## src/rtl/topk_pkg.sv

```systemverilog
package topk_pkg;

    // default sizes
    localparam int CAPACITY_DEF  = 16;
    localparam int KEY_WIDTH_DEF = 16;

    // fixed field widths
    localparam int OP_W    = 2;
    localparam int TAG_W   = 16;
    localparam int IDX_W   = 4;
    localparam int TOTAL_W = 5;

    typedef logic [OP_W-1:0] t_op;

    // operation codes
    localparam t_op OP_INSERT = 2'd0;
    localparam t_op OP_READ   = 2'd1;
    localparam t_op OP_CLEAR  = 2'd2;

    // controller to datapath commands
    typedef struct packed {
        logic load_in;
        logic do_cmp;
        logic do_upd;
    } t_dp_cmd;

    // datapath to controller status
    typedef struct packed {
        logic out_stall;
    } t_dp_sts;

endpackage

```

## src/rtl/topk_ifs.sv

```systemverilog
// input item channel
interface topk_in_if #(
    parameter int KEY_W = topk_pkg::KEY_WIDTH_DEF
);
    logic                       valid;
    logic                       ready;
    logic [topk_pkg::OP_W-1:0]  op;
    logic [KEY_W-1:0]           new_key;
    logic [topk_pkg::TAG_W-1:0] new_tag;
    logic [topk_pkg::IDX_W-1:0] read_index;

    modport source (output valid, op, new_key, new_tag, read_index, input ready);
    modport sink   (input valid, op, new_key, new_tag, read_index, output ready);
endinterface

// result channel
interface topk_out_if #(
    parameter int KEY_W = topk_pkg::KEY_WIDTH_DEF
);
    logic                         valid;
    logic                         ready;
    logic                         accepted;
    logic [topk_pkg::IDX_W-1:0]   insert_position;
    logic [topk_pkg::TOTAL_W-1:0] entry_total;
    logic                         read_valid;
    logic [KEY_W-1:0]             read_key;
    logic [topk_pkg::TAG_W-1:0]   read_tag;

    modport source (output valid, accepted, insert_position, entry_total, read_valid,
                    read_key, read_tag, input ready);
    modport sink   (input valid, accepted, insert_position, entry_total, read_valid,
                    read_key, read_tag, output ready);
endinterface

// configuration write channel
interface topk_cfg_if;
    logic valid;
    logic ready;
    logic keep_largest;

    modport source (output valid, keep_largest, input ready);
    modport sink   (input valid, keep_largest, output ready);
endinterface

```

## src/rtl/topk_ctrl.sv

```systemverilog
module topk_ctrl (
    input  logic              i_clk,
    input  logic              i_rst_n,
    input  logic              i_in_valid,
    output logic              o_in_ready,
    input  topk_pkg::t_dp_sts i_sts,
    output topk_pkg::t_dp_cmd o_cmd
);

    localparam logic [1:0] S_IDLE = 2'd0;
    localparam logic [1:0] S_CMP  = 2'd1;
    localparam logic [1:0] S_UPD  = 2'd2;

    logic [1:0] r_state;
    logic [1:0] n_state;

    // next state
    always_comb begin
        n_state = r_state;
        unique case (r_state)
            S_IDLE: begin
                if (i_in_valid) begin
                    n_state = S_CMP;
                end
            end
            S_CMP: begin
                n_state = S_UPD;
            end
            S_UPD: begin
                if (!i_sts.out_stall) begin
                    n_state = S_IDLE;
                end
            end
            default: begin
                n_state = S_IDLE;
            end
        endcase
    end

    always_ff @(posedge i_clk) begin
        if (!i_rst_n) begin
            r_state <= S_IDLE;
        end else begin
            r_state <= n_state;
        end
    end

    // commands
    assign o_in_ready     = (r_state == S_IDLE);
    assign o_cmd.load_in  = i_in_valid && (r_state == S_IDLE);
    assign o_cmd.do_cmp   = (r_state == S_CMP);
    assign o_cmd.do_upd   = (r_state == S_UPD) && !i_sts.out_stall;

    a_one_cmd: assert property (@(posedge i_clk) disable iff (!i_rst_n)
        $onehot0({o_cmd.load_in, o_cmd.do_cmp, o_cmd.do_upd}))
        else $error("more than one datapath command at once");

    a_load_to_cmp: assert property (@(posedge i_clk) disable iff (!i_rst_n)
        o_cmd.load_in |=> (r_state == S_CMP))
        else $error("compare did not follow an accepted transaction");

    a_upd_to_idle: assert property (@(posedge i_clk) disable iff (!i_rst_n)
        o_cmd.do_upd |=> o_in_ready)
        else $error("not ready after update");

endmodule

```

## src/rtl/topk_dp.sv

```systemverilog
module topk_dp #(
    parameter int CAPACITY  = topk_pkg::CAPACITY_DEF,
    parameter int KEY_WIDTH = topk_pkg::KEY_WIDTH_DEF
) (
    input  logic                         i_clk,
    input  logic                         i_rst_n,
    input  topk_pkg::t_dp_cmd            i_cmd,
    output topk_pkg::t_dp_sts            o_sts,
    input  topk_pkg::t_op                i_op,
    input  logic [KEY_WIDTH-1:0]         i_new_key,
    input  logic [topk_pkg::TAG_W-1:0]   i_new_tag,
    input  logic [topk_pkg::IDX_W-1:0]   i_read_index,
    input  logic                         i_cfg_valid,
    input  logic                         i_cfg_keep_largest,
    output logic                         o_out_valid,
    input  logic                         i_out_ready,
    output logic                         o_accepted,
    output logic [topk_pkg::IDX_W-1:0]   o_insert_position,
    output logic [topk_pkg::TOTAL_W-1:0] o_entry_total,
    output logic                         o_read_valid,
    output logic [KEY_WIDTH-1:0]         o_read_key,
    output logic [topk_pkg::TAG_W-1:0]   o_read_tag
);

    localparam int CW  = $clog2(CAPACITY + 1);
    localparam int IW  = (CAPACITY > 1) ? $clog2(CAPACITY) : 1;
    localparam int XW  = (CW > topk_pkg::TOTAL_W) ? CW : topk_pkg::TOTAL_W;

    // a ranks strictly ahead of b
    function automatic logic ranks_ahead(input logic [KEY_WIDTH-1:0] a,
                                         input logic [KEY_WIDTH-1:0] b,
                                         input logic                 keep);
        return keep ? (a > b) : (a < b);
    endfunction

    logic                       r_keep;
    topk_pkg::t_op              r_op;
    logic [KEY_WIDTH-1:0]       r_key;
    logic [topk_pkg::TAG_W-1:0] r_tag;
    logic [topk_pkg::IDX_W-1:0] r_ridx;
    logic [KEY_WIDTH-1:0]       r_keys [CAPACITY];
    logic [topk_pkg::TAG_W-1:0] r_tags [CAPACITY];
    logic [CW-1:0]              r_count;
    logic [CAPACITY-1:0]        r_match;
    logic                       r_reject;
    logic [IW-1:0]              r_limit;
    logic                       r_out_valid;

    logic                w_full;
    logic [IW-1:0]       w_limit;
    logic [CAPACITY-1:0] w_match;
    logic                w_reject;
    logic [IW-1:0]       w_pos;
    logic [XW-1:0]       w_pos_x;
    logic                w_ins;
    logic [CW-1:0]       w_cnt_next;
    logic [XW-1:0]       w_cnt_x;
    logic [XW-1:0]       w_ridx_x;
    logic [IW-1:0]       w_ridx;
    logic                w_rd_ok;

    // ranking register
    always_ff @(posedge i_clk) begin
        if (!i_rst_n) begin
            r_keep <= 1'b1;
        end else if (i_cfg_valid) begin
            r_keep <= i_cfg_keep_largest;
        end
    end

    // input capture
    always_ff @(posedge i_clk) begin
        if (i_cmd.load_in) begin
            r_op   <= i_op;
            r_key  <= i_new_key;
            r_tag  <= i_new_tag;
            r_ridx <= i_read_index;
        end
    end

    // compare the new key against every stored entry
    assign w_full  = (r_count == CW'(CAPACITY));
    assign w_limit = w_full ? IW'(CAPACITY - 1) : r_count[IW-1:0];

    always_comb begin
        for (int i = 0; i < CAPACITY; i++) begin
            w_match[i] = (IW'(i) < w_limit) && !ranks_ahead(r_key, r_keys[i], r_keep);
        end
    end

    assign w_reject = w_full && ranks_ahead(r_keys[CAPACITY-1], r_key, r_keep);

    always_ff @(posedge i_clk) begin
        if (i_cmd.do_cmp) begin
            r_match  <= w_match;
            r_reject <= w_reject;
            r_limit  <= w_limit;
        end
    end

    // landing position: just past the last entry that ranks equal or ahead
    always_comb begin
        w_pos = '0;
        for (int i = 0; i < CAPACITY; i++) begin
            if (r_match[i]) begin
                w_pos = IW'(i + 1);
            end
        end
    end

    assign w_ins = (r_op == topk_pkg::OP_INSERT) && !r_reject;

    // entry row: write at the landing position, shift the tail down by one
    for (genvar g = 0; g < CAPACITY; g++) begin : g_cell
        if (g == 0) begin : g_head
            always_ff @(posedge i_clk) begin
                if (i_cmd.do_upd && w_ins && (w_pos == '0)) begin
                    r_keys[g] <= r_key;
                    r_tags[g] <= r_tag;
                end
            end
        end else begin : g_body
            always_ff @(posedge i_clk) begin
                if (i_cmd.do_upd && w_ins) begin
                    if (IW'(g) == w_pos) begin
                        r_keys[g] <= r_key;
                        r_tags[g] <= r_tag;
                    end else if ((IW'(g) > w_pos) && (IW'(g) <= r_limit)) begin
                        r_keys[g] <= r_keys[g-1];
                        r_tags[g] <= r_tags[g-1];
                    end
                end
            end
        end
    end

    // entry count
    always_comb begin
        w_cnt_next = r_count;
        if (r_op == topk_pkg::OP_CLEAR) begin
            w_cnt_next = '0;
        end else if (w_ins && !w_full) begin
            w_cnt_next = r_count + 1'b1;
        end
    end

    always_ff @(posedge i_clk) begin
        if (!i_rst_n) begin
            r_count <= '0;
        end else if (i_cmd.do_upd) begin
            r_count <= w_cnt_next;
        end
    end

    // read lookup
    assign w_ridx_x = XW'(r_ridx);
    assign w_ridx   = w_ridx_x[IW-1:0];
    assign w_rd_ok  = (r_op == topk_pkg::OP_READ) && (w_ridx_x < XW'(r_count))
                      && (w_ridx_x < XW'(CAPACITY));
    assign w_pos_x  = XW'(w_pos);
    assign w_cnt_x  = XW'(w_cnt_next);

    // result register
    assign o_sts.out_stall = r_out_valid && !i_out_ready;

    always_ff @(posedge i_clk) begin
        if (!i_rst_n) begin
            r_out_valid <= 1'b0;
        end else if (i_cmd.do_upd) begin
            r_out_valid <= 1'b1;
        end else if (i_out_ready) begin
            r_out_valid <= 1'b0;
        end
    end

    always_ff @(posedge i_clk) begin
        if (i_cmd.do_upd) begin
            o_accepted        <= w_ins;
            o_insert_position <= w_ins ? w_pos_x[topk_pkg::IDX_W-1:0] : '0;
            o_entry_total     <= w_cnt_x[topk_pkg::TOTAL_W-1:0];
            o_read_valid      <= w_rd_ok;
            o_read_key        <= w_rd_ok ? r_keys[w_ridx] : '0;
            o_read_tag        <= w_rd_ok ? r_tags[w_ridx] : '0;
        end
    end

    assign o_out_valid = r_out_valid;

    a_count_bound: assert property (@(posedge i_clk) disable iff (!i_rst_n)
        r_count <= CW'(CAPACITY))
        else $error("entry count beyond capacity");

    a_clear_empties: assert property (@(posedge i_clk) disable iff (!i_rst_n)
        (i_cmd.do_upd && (r_op == topk_pkg::OP_CLEAR)) |=> (r_count == '0))
        else $error("clear left entries");

    a_reject_keeps: assert property (@(posedge i_clk) disable iff (!i_rst_n)
        (i_cmd.do_upd && (r_op == topk_pkg::OP_INSERT) && r_reject) |=> $stable(r_count))
        else $error("rejected insert changed the count");

endmodule

```

## src/rtl/bounded_sorted_insert_topk.sv

```systemverilog
// Top-k list: keeps up to CAPACITY key/tag entries sorted best first, where best
// means largest key when keep_largest is set (reset value) and smallest otherwise.
// An insert lands just after every entry ranking equal or ahead; on a full list it
// drops the last entry or is rejected if it ranks behind it. Reads return the entry
// at an index (zero fields and read_valid low past the count); clear empties the
// list. Each input transaction gives exactly one result transaction. An item is
// captured at acceptance, then compared in parallel against all entries, and then
// the priority encode and shift of the entry row load the result register. A new
// item is accepted only once the previous one has left the update step. The
// result register lets the next item be accepted while a result still waits, and
// a stalled output holds the update step. Write keep_largest only while the block
// is idle.
module bounded_sorted_insert_topk #(
    parameter int CAPACITY  = topk_pkg::CAPACITY_DEF,
    parameter int KEY_WIDTH = topk_pkg::KEY_WIDTH_DEF
) (
    input  logic              i_clk,
    input  logic              i_rst_n,
    topk_in_if.sink           i_in,
    topk_out_if.source        o_out,
    topk_cfg_if.sink          i_cfg
);

    topk_pkg::t_dp_cmd w_cmd;
    topk_pkg::t_dp_sts w_sts;
    logic              w_in_ready;

    assign i_in.ready  = w_in_ready;
    assign i_cfg.ready = 1'b1;

    topk_ctrl u_ctrl (
        .i_clk      (i_clk),
        .i_rst_n    (i_rst_n),
        .i_in_valid (i_in.valid),
        .o_in_ready (w_in_ready),
        .i_sts      (w_sts),
        .o_cmd      (w_cmd)
    );

    topk_dp #(
        .CAPACITY  (CAPACITY),
        .KEY_WIDTH (KEY_WIDTH)
    ) u_dp (
        .i_clk              (i_clk),
        .i_rst_n            (i_rst_n),
        .i_cmd              (w_cmd),
        .o_sts              (w_sts),
        .i_op               (i_in.op),
        .i_new_key          (i_in.new_key),
        .i_new_tag          (i_in.new_tag),
        .i_read_index       (i_in.read_index),
        .i_cfg_valid        (i_cfg.valid),
        .i_cfg_keep_largest (i_cfg.keep_largest),
        .o_out_valid        (o_out.valid),
        .i_out_ready        (o_out.ready),
        .o_accepted         (o_out.accepted),
        .o_insert_position  (o_out.insert_position),
        .o_entry_total      (o_out.entry_total),
        .o_read_valid       (o_out.read_valid),
        .o_read_key         (o_out.read_key),
        .o_read_tag         (o_out.read_tag)
    );

endmodule
```

## src/flat_wrapper.sv

```systemverilog
// flat-port wrapper written by rule: the top's interface ports become plain ports
module bounded_sorted_insert_topk_flat 
#(
    parameter int CAPACITY  = topk_pkg::CAPACITY_DEF,
    parameter int KEY_WIDTH = topk_pkg::KEY_WIDTH_DEF
)
  (i_clk, i_rst_n, i_in_valid, i_in_op, i_in_new_key, i_in_new_tag, i_in_read_index, i_in_ready, o_out_valid, o_out_accepted, o_out_insert_position, o_out_entry_total, o_out_read_valid, o_out_read_key, o_out_read_tag, o_out_ready, i_cfg_valid, i_cfg_keep_largest, i_cfg_ready);
  topk_in_if i_in_i ();
  topk_out_if o_out_i ();
  topk_cfg_if i_cfg_i ();
  input  logic i_clk;
  input  logic i_rst_n;
  input wire logic [$bits(i_in_i.valid)-1:0] i_in_valid;
  input wire logic [$bits(i_in_i.op)-1:0] i_in_op;
  input wire logic [$bits(i_in_i.new_key)-1:0] i_in_new_key;
  input wire logic [$bits(i_in_i.new_tag)-1:0] i_in_new_tag;
  input wire logic [$bits(i_in_i.read_index)-1:0] i_in_read_index;
  output wire logic [$bits(i_in_i.ready)-1:0] i_in_ready;
  output wire logic [$bits(o_out_i.valid)-1:0] o_out_valid;
  output wire logic [$bits(o_out_i.accepted)-1:0] o_out_accepted;
  output wire logic [$bits(o_out_i.insert_position)-1:0] o_out_insert_position;
  output wire logic [$bits(o_out_i.entry_total)-1:0] o_out_entry_total;
  output wire logic [$bits(o_out_i.read_valid)-1:0] o_out_read_valid;
  output wire logic [$bits(o_out_i.read_key)-1:0] o_out_read_key;
  output wire logic [$bits(o_out_i.read_tag)-1:0] o_out_read_tag;
  input wire logic [$bits(o_out_i.ready)-1:0] o_out_ready;
  input wire logic [$bits(i_cfg_i.valid)-1:0] i_cfg_valid;
  input wire logic [$bits(i_cfg_i.keep_largest)-1:0] i_cfg_keep_largest;
  output wire logic [$bits(i_cfg_i.ready)-1:0] i_cfg_ready;
  assign i_in_i.valid = i_in_valid;
  assign i_in_i.op = i_in_op;
  assign i_in_i.new_key = i_in_new_key;
  assign i_in_i.new_tag = i_in_new_tag;
  assign i_in_i.read_index = i_in_read_index;
  assign i_in_ready = i_in_i.ready;
  assign o_out_valid = o_out_i.valid;
  assign o_out_accepted = o_out_i.accepted;
  assign o_out_insert_position = o_out_i.insert_position;
  assign o_out_entry_total = o_out_i.entry_total;
  assign o_out_read_valid = o_out_i.read_valid;
  assign o_out_read_key = o_out_i.read_key;
  assign o_out_read_tag = o_out_i.read_tag;
  assign o_out_i.ready = o_out_ready;
  assign i_cfg_i.valid = i_cfg_valid;
  assign i_cfg_i.keep_largest = i_cfg_keep_largest;
  assign i_cfg_ready = i_cfg_i.ready;
  bounded_sorted_insert_topk #(.CAPACITY(CAPACITY), .KEY_WIDTH(KEY_WIDTH)) u_core (.i_clk(i_clk), .i_rst_n(i_rst_n), .i_in(i_in_i), .o_out(o_out_i), .i_cfg(i_cfg_i));
endmodule
```

## config.mk

```make
export PLATFORM = sky130hd
export DESIGN_NAME = bounded_sorted_insert_topk_flat
export DESIGN_NICKNAME = d
export VERILOG_FILES = /design/src/rtl/topk_pkg.sv /design/src/rtl/topk_ifs.sv /design/src/rtl/topk_ctrl.sv /design/src/rtl/topk_dp.sv /design/src/rtl/bounded_sorted_insert_topk.sv /design/src/flat_wrapper.sv
export SDC_FILE = /design/constraint.sdc
export NUM_CORES = 1
export LEC_CHECK = 0
export ABC_AREA = 0
export ABC_CLOCK_PERIOD_IN_PS = 7700
export BUFFER_PORTS_ARGS = -buffer_cell sky130_fd_sc_hd__buf_2
export CAP_MARGIN = 20
export CORE_ASPECT_RATIO = 1.5
export CORE_MARGIN = 3
export CORE_UTILIZATION = 50
export DETAILED_ROUTE_END_ITERATION = 10
export GPL_TIMING_DRIVEN = 0
export HOLD_SLACK_MARGIN = 0.05
export PLACE_DENSITY = 0.69
export SLEW_MARGIN = 15
export SYNTH_ARGS = -nofsm -noshare
export SYNTH_HDL_FRONTEND = slang
export SYNTH_SLANG_ARGS = --single-unit
```

## constraint.sdc

```tcl
create_clock -name i_clk -period 7.7 [get_ports i_clk]
set_input_delay 1.54 -clock i_clk [delete_from_list [all_inputs] [get_ports i_clk]]
set_output_delay 1.54 -clock i_clk [all_outputs]
set_load 0.02 [all_outputs]
```

==> results of run 1 <==
layer usage:
| metal | wire length, um | share of wire (%) |
|---|---|---|
| met3 | 9770 | 7.5 |
| met1 | 42900 | 33 |
| met2 | 63700 | 49 |
| met5 | 25 | 0.019 |
| met4 | 13900 | 11 |
sequential cells by signal, summed over array words and instances, names as in the netlist, 2 cells and up:
signal                         count
u_core.u_dp.r_limit                4
u_core.u_dp.r_keys               256
u_core.u_dp.o_entry_total          5
u_core.u_dp.o_insert_position      4
u_core.u_ctrl.r_state              2
u_core.u_dp.r_key                 16
u_core.u_dp.r_ridx                 4
u_core.u_dp.r_tags               256
u_core.u_dp.r_match               15
u_core.u_dp.r_tag                 16
u_core.u_dp.r_op                   2
u_core.u_dp.o_read_tag            16
u_core.u_dp.r_count                5
u_core.u_dp.o_read_key            16
worst max-delay path: stages, from the launching register on:
cell and delay, ps:
edfxtp_1 1090, inv_1 230, clkbuf_1 370, ha_1 400, and4_1 320, nand3_1 500
a211oi_1 750, a2111oi_1 140, clkdlybuf4s18_2 300, mux2i_1 310
synthesized netlist by cell type (4+ instances only):
library cell	count
o21a_1	14
nand2b_1	23
a221o_1	4
nor4_1	6
mux2i_1	122
and4_1	9
a311oi_1	6
o31a_1	4
mux2_2	234
a21boi_0	9
o211ai_1	15
mux4_2	160
nand4_1	38
o311ai_0	4
a21o_1	42
edfxtp_1	613
mux2_1	17
a211oi_1	16
or4_1	5
nor3b_1	4
ha_1	261
nand2_1	168
o21ai_1	6
clkbuf_1	85
buf_4	6
nor2_1	58
or3_1	5
dfxtp_1	9
a31oi_1	10
o31ai_1	9
and2_1	6
nor2b_1	53
buf_2	42
inv_1	264
buf_1	14
nand3_1	32
o21ai_0	152
and3_1	9
a21oi_1	72
nor3_1	26
a2111oi_0	6
report_power, final:
part	internal, mW	total [mW]	switching [mW]
logic	0.308	0.708	0.401
registers	3.75	3.81	0.0641
clock network	1.88	3.31	1.43
cell type report:
cell class	instances	area share [%]
multi-input cells	1655	39.0
repair buffers	148	3.53
well taps	907	2.77
flip-flops and latches	622	45.4
plain buffers	149	1.62
clock inverters	37	0.920
clock buffers	79	4.31
inverters	265	2.43
path summary, 6_finish.rpt:
kind / endpoint / slack [ps] / cells after the start
worst min-delay path: u_core.u_dp.o_out_valid / 540 / 2
worst max-delay path: u_core.u_dp.r_reject / 3060 / 9
worst max register to register: u_core.u_dp.r_reject / 3060 / 9
worst min register to register: u_core.u_dp.o_out_valid / 540 / 2
metrics by stage:
| stage | area, um^2 | instances | util [%] | TNS (ps) | worst slack, ps |
|---|---|---|---|---|---|
| finish | 40900 | 3862 | 57.9 | 0 | 3060 |
| global route | 40900 | 3862 | 57.9 | 0 | 3060 |
| CTS | 40900 | 3858 | 57.8 | 0 | 3500 |
| detailed placement | 38800 | 3742 | 54.8 | 0 | 2860 |
| global placement | 37600 | 3686 | 53.2 | -472530 | -3610 |
| floorplan | 36000 | 2691 | - | 0 | 1420 |
logic make-up after synthesis:
| logic type | count (synthesis) |
|---|---|
| buffers and inverters | 414 |
| adder cells (fa/ha/maj) | 261 |
| XOR/XNOR | 4 |
| AND/OR/NAND/NOR | 459 |
| other | 1 |
| flip-flops | 622 |
| AO/OA/AOI/OAI | 397 |
| multiplexers | 533 |
==> summary.md, run 1 <==
| Metric | Value |
|---|---|
| Routed Antenna Nets | `0` |
| Xor and xnor area share after synthesis | `0.0973%` |
| RSZ-0062 raised after global routing | `false` |
| CTS tree | `yes` |
| DRT Pass-1 Iters | `9` |
| Area of the mapped netlist | `~36000 um^2` |
| DIE HEIGHT | `approximately 330 um` |
| Compound-cell area share of the yosys netlist | `6.91%` |
| RD Place Congestion | `1.10` |
| Final min period | `around 4600 ps` |
| #FFs+latches synth | `approximately 620` |
| Top-area cell type share of the netlist area | `51.1%` |
| Synth Area in Adders | `9.07%` |
| Hold Crit Class | `flop to flop` |
| Critical Path AT | `5070 ps` |
| Most frequent cells in the layout | `613 x edfxtp_1, 264 x inv_1, 261 x ha_1, 234 x mux2_2, 168 x nand2_1` |
| Remaining Overflow, GRT | `0` |
| Sequential share of the synthesized area | `between 50% and 60%` |
| Die W | `225 um` |
| GRT Max-Usage Layer | `met2` |
| Num ports | `90` |
| Yosys top cell by area | `edfxtp_1` |
| Num rows | `119` |
| Post-Synth Simple-Gate Area | `approximately 6.5%` |
| Area taken by multi-input logic gates | `approximately 16000 um^2` |
| Vias in the first global route | `27000` |
| Status | `completed` |
| Reg2reg start | `u_core.u_dp.r_key[9]` |
| Syn Area/Cell | `13.4 um^2` |
| Syn-to-layout area delta | `13.7%` |
| Wire length per cell | `33.8 um` |
| PD cells | `191 nW/um^2` |
| Gr usage total | `34.6%` |
| Lkg Pwr | `15.8 nW` |
| Final worst path period share | `about three fifths` |
| Drt via density | `between 6 and 7` |
| Synth top area cells | `edfxtp_1 51%, mux4_2 10%, ha_1 9.1%` |
| Max-slew violation count | `0` |
| Commonest non-fill, non-tap cell in the layout | `edfxtp_1` |
| Drc violations | `0` |
| Final hold vios | `0` |
| Clock Skew | `22.7 ps` |
| Hold Slack | `538 ps` |
| Total Wirelength | `130 mm` |
| Synthesized Nets | `2996` |
| Syn Inst Count | `2691` |
| Final nets | `3213` |
| Hold path start | `u_core.u_dp.o_out_valid` |
| Max Buffers Root-to-Sink | `3` |
| Yosys cell types | `80` |
| PnR Total Power | `7.83 mW` |
| Initial Util | `approximately half` |
| Via count | `25800` |
| Sinks on Clock Net | `622` |
| Main combinational cell family by area after synthesis | `multiplexers` |
| PortBufs | `88` |
| H-Tree Depth | `3` |
| GR Util met1 | `37.0%` |
| Clock latency on the worst-skew pair | `640 ps` |
| Worst Setup End Kind | `flop` |
| Setup violators final | `0` |
| Worst-path clk slew | `~60 ps` |
| Cts bufs inserted | `67` |
| Met2 GRT Util | `about three fifths` |
| Startpoint Class | `flop` |
| Largest net degree at the start of global routing | `39` |
| Synth Flop Type | `edfxtp_1` |
| Crit Path Max Fanout | `20` |
| Count of hold-fix buffers inserted at cts | `0` |
| Max-cap violations | `0` |
| Crit path required time | `8130 ps` |
| Worst Setup Path Type | `flop to flop` |
| Met3 GRT Util | `around 6.2%` |
| Fraction of registers with async set/reset | `0%` |
| Synth warn | `0` |
| # diodes | `0` |
| Core area | `70700 um^2` |
| EDFF count, synth | `around 610` |
| CP startpoint | `u_core.u_dp.r_key[9]` |
| Fillers | `about 5600` |
| Relative slew slack | `20.0%` |
| Post-CTS setup buffers | `0` |
| Multiplexer share of the synthesized area | `21.2%` |
| Maximum vdd drop | `around 0.14 mV` |
| First-pass GRT wire length | `around 180 mm` |
| DR iter-0 viols | `2977` |
| Layout cells sized above 1 | `24.8%` |
| # resized after CTS | `0` |
| Achievable Freq | `215 MHz` |
| Die ar. | `75400 um^2` |
| Worst Max-Slew Pin Slew | `~1200 ps` |
| Initial antenna violation count | `3` |
| Root buf cell | `clkbuf_16` |
| DP HPWL | `~97 mm` |
| Reg area | `18600 um^2` |
(Power assumes the default switching activity.)
==> run 2, diff against run 1 <==
--- a/config.mk
+++ b/config.mk
@@ -6,7 +6,7 @@
 export NUM_CORES = 1
 export LEC_CHECK = 0
 export ABC_AREA = 0
-export ABC_CLOCK_PERIOD_IN_PS = 7700
+export ABC_CLOCK_PERIOD_IN_PS = 4600
 export BUFFER_PORTS_ARGS = -buffer_cell sky130_fd_sc_hd__buf_2
 export CAP_MARGIN = 20
 export CORE_ASPECT_RATIO = 1.5
@@ -15,7 +15,7 @@
 export DETAILED_ROUTE_END_ITERATION = 10
 export GPL_TIMING_DRIVEN = 0
 export HOLD_SLACK_MARGIN = 0.05
-export PLACE_DENSITY = 0.69
+export PLACE_DENSITY = 0.66
 export SLEW_MARGIN = 15
 export SYNTH_ARGS = -nofsm -noshare
 export SYNTH_HDL_FRONTEND = slang
==> constraint.sdc (replaced) <==
create_clock -name i_clk -period 4.6 [get_ports i_clk]
set_input_delay 0.92 -clock i_clk [delete_from_list [all_inputs] [get_ports i_clk]]
set_output_delay 0.92 -clock i_clk [all_outputs]
set_load 0.02 [all_outputs]
==> run 2 against run 1 <==
The run now ends with negative setup slack left. Fmax fell by 0.37%. Sequential share of layout area grew 0.18 points. Cell area shrank 0.40%. Clock skew up 2.9 ps. Critical path type unchanged.
==> summary.md, run 2 (same netlist as run 1, synthesis figures left out) <==
| Metric | Value |
|---|---|
| R2R depth | `8 (-1)` |
| Post-CTS setup buffers | `0 (unchanged)` |
| DR iter-0 viols | `3066 (+3.0%)` |
| Cts bufs inserted | `66 (-1.5%)` |
| R2R Path End | `u_core.u_dp.r_reject` |
| Hold path start | `i_in_new_tag[7]` |
| Worst Setup End Kind | `flop` |
| Sinks on Clock Net | `622 (unchanged)` |
| Crit path required time | `4990 ps (-3140 ps)` |
| # resized after CTS | `0 (unchanged)` |
| Count of hold-fix buffers inserted at cts | `0 (unchanged)` |
| Final nets | `3211 (-0.062%)` |
| Vias in the first global route | `26400 (-2.1%)` |
| Reg2reg setup slack | `-60 ps (-3120 ps)` |
| Worst Max-Slew Pin Slew | `1250 ps (+53.3 ps)` |
| Maximum vdd drop | `0.287 mV (+110%)` |
| RSZ-0062 raised after global routing | `false` |
| Remaining Overflow, GRT | `0 (unchanged)` |
| Met3 GRT Util | `5.51% (-0.71 points)` |
| First-pass GRT wire length | `182 mm (-1.2%)` |
| Die W | `225 um (unchanged)` |
| Setup WS pre-CTS | `91.6 ps (-2770 ps)` |
| CP startpoint | `u_core.u_dp.r_key[10]` |
| H-Tree Depth | `3 (unchanged)` |
| Worst Setup Slack, final | `-58.2 ps (-3120 ps)` |
| Max-slew violation count | `0 (unchanged)` |
| Crit-path slowest cell | `edfxtp_1` |
| Failing checks | `negative setup slack` |
| GRT Max-Usage Layer | `met2` |
| Total Wirelength | `129 mm (-1.1%)` |
| Final worst path period share | `101% (+41 points)` |
| Final hold vios | `0 (unchanged)` |
| Worst Setup Path Type | `flop to flop` |
| Via count | `25600 (-0.77%)` |
| Routed Antenna Nets | `0 (unchanged)` |
| Biggest regs | `u_core.u_dp.r_keys x256, u_core.u_dp.r_tags x256` |
| Worst-path clk slew | `60 ps (about the same)` |
| Achievable Freq | `215 MHz (-0.37%)` |
| Die ar. | `75400 um^2 (unchanged)` |
| Drt via density | `6.64 (-0.66%)` |
| Largest stage delay on the critical path | `1040 ps (-50 ps)` |
| Layout cells sized above 1 | `24.3% (-0.44 points)` |
| Max-cap violations | `0 (unchanged)` |
| Max Buffers Root-to-Sink | `3 (unchanged)` |
| Buf/Inv on CP | `2 (-1)` |
| Post-DP Area | `38700 um^2 (about the same)` |
| Relative slew slack | `16.1% (-3.9 points)` |
| Syn-to-layout area delta | `13.2%` |
| Clock latency on the worst-skew pair | `640 ps (about the same)` |
| Largest net degree at the start of global routing | `34 (-13%)` |
| Num ports | `90 (unchanged)` |
| Worst setup path endpoint | `u_core.u_dp.r_reject` |
| Status | `finished, violations left` |
| Root buf cell | `clkbuf_16` |
| Fillers | `5687 (+1.1%)` |
| Num rows | `119 (unchanged)` |
| Met2 GRT Util | `57.8% (-0.86 points)` |
| Critical Path AT | `5040 ps (-30 ps)` |
| WP depth | `8 (-1)` |
| PortBufs | `88 (unchanged)` |
| Hold Slack | `459 ps (-79.3 ps)` |
| Core area | `70700 um^2 (unchanged)` |
| Clock Skew | `25.6 ps (+2.89 ps)` |
| PD cells | `312 nW/um^2 (+63%)` |
| Initial antenna violation count | `4 (+1)` |
| Setup TNS | `-58.2 ps (-58.2 ps)` |
| Gr usage total | `34.3% (-0.33 points)` |
| Commonest non-fill, non-tap cell in the layout | `edfxtp_1` |
| Fin area | `40800 um^2 (-0.40%)` |
| Wire length per cell | `33.4 um (-1.0%)` |
| Initial Util | `50.9% (unchanged)` |
| GR Util met1 | `38.4% (+1.4 points)` |
| Placed insts | `3740 (-0.053%)` |
| Final min period | `4660 ps (+17.5 ps)` |
| Drc violations | `0 (unchanged)` |
| Startpoint Class | `flop` |
| Hold Crit Class | `input port to flop` |
| Non-Filler Instances | `3858 (-0.10%)` |
| Crit Path Max Fanout | `20 (unchanged)` |
| Setup violators final | `1 (+1)` |
| DP HPWL | `97.4 mm (about the same)` |
| Reg2reg start | `u_core.u_dp.r_key[10]` |
| CTS tree | `yes` |
| Crit-path cells | `inv_1 > clkbuf_1 > ha_1 > nor2b_1 > o21ai_0 > a21boi_0 > a2111oi_1 > mux2i_1` |
| DRT Pass-1 Iters | `6 (-3)` |
| Lkg Pwr | `15.7 nW (-0.60%)` |
| Top Family by Delay on Critical Path | `compound AO/OA/AOI/OAI gates` |
| RD Place Congestion | `1.02 (-7.3%)` |
| Most frequent cells in the layout | `613 x edfxtp_1, 264 x inv_1, 261 x ha_1, 234 x mux2_2, 168 x nand2_1` |
| # diodes | `0 (unchanged)` |
| DIE HEIGHT | `335 um (unchanged)` |
-- run 2: cell types whose count changed in the layout (fill, tap and decap cells not counted), sizes merged --
cell / change
inv: -5
bufinv: -6
clkbuf: +4
clkinv: +3
buf: +1
clkdlybuf4s18: -1
-- run 2: where the power goes --
group          switching (mW)  internal [mW]
combinational           0.660          0.518
clock                    2.33           2.84
sequential              0.110           6.28
-- run 2: area by class of cell --
class | count | area, um^2 | area share, %
inverter | 265 | 995 | 2.44
timing repair buffer | 147 | 1440 | 3.53
multi-input combinational | 1655 | 16000 | 39.2
tap | 907 | 1130 | 2.78
buffer | 149 | 657 | 1.61
clock buffer | 84 | 1810 | 4.45
sequential | 622 | 18600 | 45.6
clock inverter | 29 | 165 | 0.405
-- run 2: routing by layer --
layer	up-vias	routed length, um
li1	10700	-
met1	12900	43000
met2	1472	63300
met3	526	9680
met4	2	13000
met5	-	14
-- run 2: worst min-delay path by stage --
stage / to / slack (ps) / cells past startpoint
floorplan: u_core.u_dp.r_keys[0][0] / 490 / 0
global placement: u_core.u_dp.o_out_valid / 510 / 2
detailed placement: u_core.u_dp.o_out_valid / 540 / 2
CTS: u_core.u_dp.r_tag[7] / 440 / 1
global route: u_core.u_dp.r_key[15] / 440 / 1
finish: u_core.u_dp.r_tag[7] / 460 / 1
-- run 2: metrics by stage --
step | util [%] | total power [mW]
2_1_floorplan | - | 7.20
3_3_place_gp | 53.2 | 7.60
3_5_place_dp | 54.8 | 7.66
4_1_cts | 57.6 | 12.7
5_1_grt | 57.7 | 13.1
6_report | 57.7 | 12.7
